==> src/design/lcb_pkg.sv <==
// shared constants and types of the look-at camera basis block
`default_nettype none

package lcb_pkg;

    localparam int COORD_BITS_DEF = 24;
    localparam int FRAC_BITS_DEF  = 14;

    // sequencer states
    typedef enum logic [2:0] {
        ST_IDLE,
        ST_SQR,
        ST_SUM,
        ST_DIV,
        ST_SQL,
        ST_SQRT,
        ST_UPM,
        ST_DONE
    } state_t;

    // control of the normalize lanes
    typedef struct packed {
        logic load;
        logic div_en;
        logic div_first;
        logic sq_load;
        logic sq_en;
    } lcb_ctl_t;

endpackage

`default_nettype wire

==> src/design/lcb_norm.sv <==
// one normalize lane: bit-serial divide then digit-serial square root
`default_nettype none

module lcb_norm #(
    parameter int COORD_BITS = lcb_pkg::COORD_BITS_DEF,
    parameter int FRAC_BITS  = lcb_pkg::FRAC_BITS_DEF
) (
    input  wire logic                             clk,
    input  wire lcb_pkg::lcb_ctl_t                ctl,
    input  wire logic [2*COORD_BITS-1:0]          sq,
    input  wire logic [2*COORD_BITS+1:0]          sum,
    input  wire logic                             neg,
    output logic signed [FRAC_BITS+1:0]           res
);

    localparam int SW = 2*COORD_BITS + 2;
    localparam int QW = 2*FRAC_BITS + 3;
    localparam int RW = FRAC_BITS + 2;

    logic [SW-1:0]   sum_reg;
    logic [SW:0]     rem_reg;
    logic [QW-1:0]   quo_reg;
    logic [2*RW-1:0] qsh_reg;
    logic [RW+1:0]   srem_reg;
    logic [RW-1:0]   root_reg;
    logic            neg_reg;
    logic            zero_reg;

    logic [SW:0]     trial;
    logic            dge;
    logic [RW+3:0]   stmp;
    logic [RW+3:0]   sdiv;
    logic            sge;
    logic [RW:0]     rnd;
    logic [RW-1:0]   mag;

    // quotient step: floor(sq * 2^(2F+2) / sum), one bit a cycle
    assign trial = ctl.div_first ? rem_reg : {rem_reg[SW-1:0], 1'b0};
    assign dge   = trial >= {1'b0, sum_reg};

    // root step: two quotient bits a cycle
    assign stmp = {srem_reg, qsh_reg[2*RW-1 -: 2]};
    assign sdiv = {2'b00, root_reg, 2'b01};
    assign sge  = stmp >= sdiv;

    always_ff @(posedge clk)
    begin
        if (ctl.load)
        begin
            sum_reg  <= sum;
            rem_reg  <= {{(SW+1-2*COORD_BITS){1'b0}}, sq};
            quo_reg  <= '0;
            neg_reg  <= neg;
            zero_reg <= (sum == '0);
        end
        else if (ctl.div_en)
        begin
            rem_reg <= dge ? (trial - {1'b0, sum_reg}) : trial;
            quo_reg <= {quo_reg[QW-2:0], dge};
        end

        if (ctl.sq_load)
        begin
            qsh_reg  <= {{(2*RW-QW){1'b0}}, quo_reg};
            srem_reg <= '0;
            root_reg <= '0;
        end
        else if (ctl.sq_en)
        begin
            qsh_reg  <= {qsh_reg[2*RW-3:0], 2'b00};
            srem_reg <= sge ? (stmp[RW+1:0] - sdiv[RW+1:0]) : stmp[RW+1:0];
            root_reg <= {root_reg[RW-2:0], sge};
        end
    end

    // adding one to the root and dropping its low bit gives the rounded magnitude
    assign rnd = {1'b0, root_reg} + (RW+1)'(1);
    assign mag = rnd[RW:1];

    always_comb
    begin
        if (zero_reg)
            res = '0;
        else if (neg_reg)
            res = -$signed(mag);
        else
            res = $signed(mag);
    end

endmodule

`default_nettype wire
==> config.mk <==
export PLATFORM = sky130hd
export DESIGN_NAME = lcb_norm
export DESIGN_NICKNAME = d
export VERILOG_FILES = /design/src/design/lcb_pkg.sv /design/src/design/lcb_norm.sv
export SDC_FILE = /design/constraint.sdc
export NUM_CORES = 1
export LEC_CHECK = 0
export BUFFER_PORTS_ARGS = -buffer_cell sky130_fd_sc_hd__buf_2
export CAP_MARGIN = 20
export CORE_UTILIZATION = 40
export CTS_BUF_LIST = sky130_fd_sc_hd__clkbuf_8
export CTS_CLUSTER_DIAMETER = 120
export CTS_CLUSTER_SIZE = 40
export DETAILED_ROUTE_END_ITERATION = 10
export PLACE_DENSITY_LB_ADDON = 0.25
export REMOVE_ABC_BUFFERS = 1
export SLEW_MARGIN = 10
export SYNTH_ARGS = -nofsm -noshare
export SYNTH_HDL_FRONTEND = slang
export SYNTH_SLANG_ARGS = --single-unit
==> constraint.sdc <==
create_clock -name clk -period 5.7 [get_ports clk]
set_input_delay 0.855 -clock clk [delete_from_list [all_inputs] [get_ports clk]]
set_output_delay 0.855 -clock clk [all_outputs]
set_load 0.01 [all_outputs]
==> impl_metrics.yaml <==
die:
  initial_utilization: 0.408
  rows: 66
  die-area_um2: 34100
  die_w_um: 185
  io_pins: 121
  die_h_um: 185
  core-area_um2: 32700
drt:
  drc: 0
  ant_nets: 0
  first_pass_iters: 5
  wl_per_cell_um: 16.6
  routed_via_density: 5.41
  num_vias: 10600
  totalWireLength_mm: 32.4
  drt_iter0_drc: 688
power:
  pwr-share-comb: 0.494
  netSwitchingFraction: 0.408
  p_sw_mw: 2.28
  pwr-share-clk: 0.167
  vdd_ir_drop_max_uv: 195
  p_per_area_nw_per_um2: 380
  seqPwrFrac: 0.339
  intPower_mw: 3.31
  p_leak_nw: 6.18
grt:
  grt_max_degree: 92
  grt_pass1_wl_mm: 52.7
  grt_pass1_vias: 10200
  antenna_found_initial: 0
  grt.total_usage: 0.196
  grt_overflow_total: 0
cts:
  cts.path.max_buffers: 2
  clk_pin_slew_ns: 0.12
  postCtsSetupBuffers: 0
  cts_tree: "done"
  numCtsBuffers: 17
  cts_root_buf: "clkbuf_8"
  holdBufCountCts: 0
  cts_resized: 0
  cts_sinks: 200
  ctsHtreeMaxLevel: 4
  clock_latency_ns: 0.52
yosys:
  yosysMostFrequentCell: "nor2_1"
  synthCells: 1419
  synth_top_area_cell: "edfxtp_1"
  yosysUniqueCellTypes: 68
  synth_top_area_frac: 0.295
  ys_seq_area_frac: 0.398
  yosys-top-cells-count: "nor2_1 (136), edfxtp_1 (131), a21oi_1 (117), inv_1 (115), mux2_2 (80)"
  synth-edff-count: 131
  syn_area_per_cell_um2: 9.40
  yosys-top-cells-area: "edfxtp_1 (29%), dfxtp_1 (10%), ha_1 (6.9%), mux2_2 (6.8%), mux2i_1 (4.5%)"
  synthArstFlopShare: 0
  synthFlopType: "edfxtp_1"
  ys_ff_latch: 200
  yosys_warnings: 0
  netlist_area_um2: 13300
timing:
  fin_ws_ns: 1.01
  min_period_ns: 4.69
  clock_skew_ns: 0.0177
  tightest_slew_ns: 0.904
  relSlewSlack: 0.392
  fmax_mhz: 213
  slew_viol_final: 0
  period_share: 0.823
  finalHoldViolCount: 0
  timing.setup.tns_ns: 0
  rsz0062_at_grt: "false"
  setup_viol: 0
critical_path:
  cp-start-kind: "input port"
  ff2ff_path_depth: 12
  endpoint: "rem_reg[50]$_SDFFE_PP0P_"
  cp_max_fo: 36
  worst_ep_arrival_time_ns: 5.10
  required_ns: 6.11
  ff2ff_setup_slack_ns: 1.54
  critical_path_class: "input port to register"
  r2r-start: "rem_reg[0]$_DFFE_PP_"
  r2r_end: "rem_reg[40]$_DFFE_PP_"
  setup.worst_path.end_class: "register"
  critPathLaunch: "ctl[2]"
cells_and_area:
  largest_register_ffs: 51
  antennaDiodeCount: 0
  final_nets: 1677
  layout-drive-gt1-share: 0.170
  syn_to_final_growth_pct: 10.3
placement:
  io_buffers: 120
  place_ws_ns: 0.604
  place_congestion: 0.904
  dpl.hpwl_mm: 24.1
hold_path:
  hp-class: "register to register"
run_status:
  status: "finished clean"
run:
  drv_cap: 0
==> worst min path at each step <==
| stage | startpoint | end | slack (ns) | depth (start not counted) |
|---|---|---|---|---|
| final | srem_reg[16]$_SDFFE_PP0P_ | srem_reg[16]$_SDFFE_PP0P_ | 0.50 | 2 |
| after global routing | sum[31] | sum_reg[31]$_DFFE_PP_ | 0.48 | 1 |
| after CTS | sum[24] | sum_reg[24]$_DFFE_PP_ | 0.48 | 1 |
| after detailed placement | srem_reg[16]$_SDFFE_PP0P_ | srem_reg[16]$_SDFFE_PP0P_ | 0.48 | 2 |
| after global placement | qsh_reg[29]$_DFFE_PP_ | qsh_reg[31]$_SDFFE_PP0P_ | 0.46 | 2 |
| after floorplan | quo_reg[30]$_SDFFE_PP0P_ | quo_reg[30]$_SDFFE_PP0P_ | 0.45 | 2 |
==> cells in the final DEF, fill, tap and decap left out, types with 57 or more instances in the layout <==
cell type / Yosys / layout
mux2i_1: 60 / 60
xnor2_1: 57 / 57
mux2_2: 80 / 80
edfxtp_1: 131 / 131
buf_2: 11 / 119
nand2_1: 75 / 75
inv_1: 115 / 116
nor2_1: 136 / 136
a21oi_1: 117 / 117
ha_1: 74 / 74
dfxtp_1: 69 / 69
==> power groups by stage <==
| stage | clock network, mW | registers (mW) | logic (mW) |
|---|---|---|---|
| floorplan | 0 | 1.88 | 2.07 |
| global placement | 0 | 1.92 | 2.72 |
| detailed placement | 0 | 1.92 | 2.73 |
| CTS | 0.966 | 1.89 | 2.75 |
| global route | 1.01 | 1.92 | 3.08 |
| finish | 0.933 | 1.89 | 2.76 |
==> metrics by stage <==
stage	std cells	area (µm²)	hold WS (ns)	power [mW]	util
finish	1952	14700	0.497	5.59	0.450
CTS	1952	14700	0.477	5.61	0.450
detailed placement	1920	14300	0.481	4.65	0.438
floorplan	1346	13000	0.454	3.95	-
global placement	1920	14300	0.459	4.65	0.438
global route	1952	14700	0.484	6.01	0.450
==> critical path: stages <==
cell       delay (ns)
buf_2            0.47
buf_4            0.37
mux2_2           0.38
ha_1             0.48
inv_1            0.13
nor3_1           0.20
buf_4            0.17
nand3_1          0.08
nor4_1           0.44
a311o_1          0.32
a21oi_1          0.06
o31a_2           0.25
buf_12           0.23
a2111oi_2        0.39
a21oi_1          0.07
nand4b_1         0.17
==> final cells by class <==
cell class              count  area (µm²)
fillers                  3257       18000
multi-input cells        1031        7300
flip-flops and latches    200        5320
repair buffers            132         722
well taps                 442         553
inverters                 115         432
clock buffers              17         234
clock inverters            15         163
==> per-layer routing <==
| layer | up-vias | global-route usage | share of wire |
|---|---|---|---|
| met5 | - | 0 | 0 |
| met4 | 0 | 0.0512 | 0.013 |
| met3 | 24 | 0.0324 | 0.037 |
| met2 | 216 | 0.321 | 0.46 |
| met1 | 4994 | 0.268 | 0.49 |
| li1 | 5317 | - | - |
==> cells by family (layout without fill, tap and decap cells) <==
family / after synthesis / count (layout) / share of synthesized area
mux: 140 / 140 / 0.113
fa+ha+maj: 75 / 75 / 0.0709
flops: 200 / 200 / 0.398
xor+xnor: 81 / 81 / 0.0532
buf+inv: 188 / 279 / 0.0546
simple gates: 371 / 371 / 0.132
compound gates: 364 / 364 / 0.178
(Power assumes the default switching activity.)
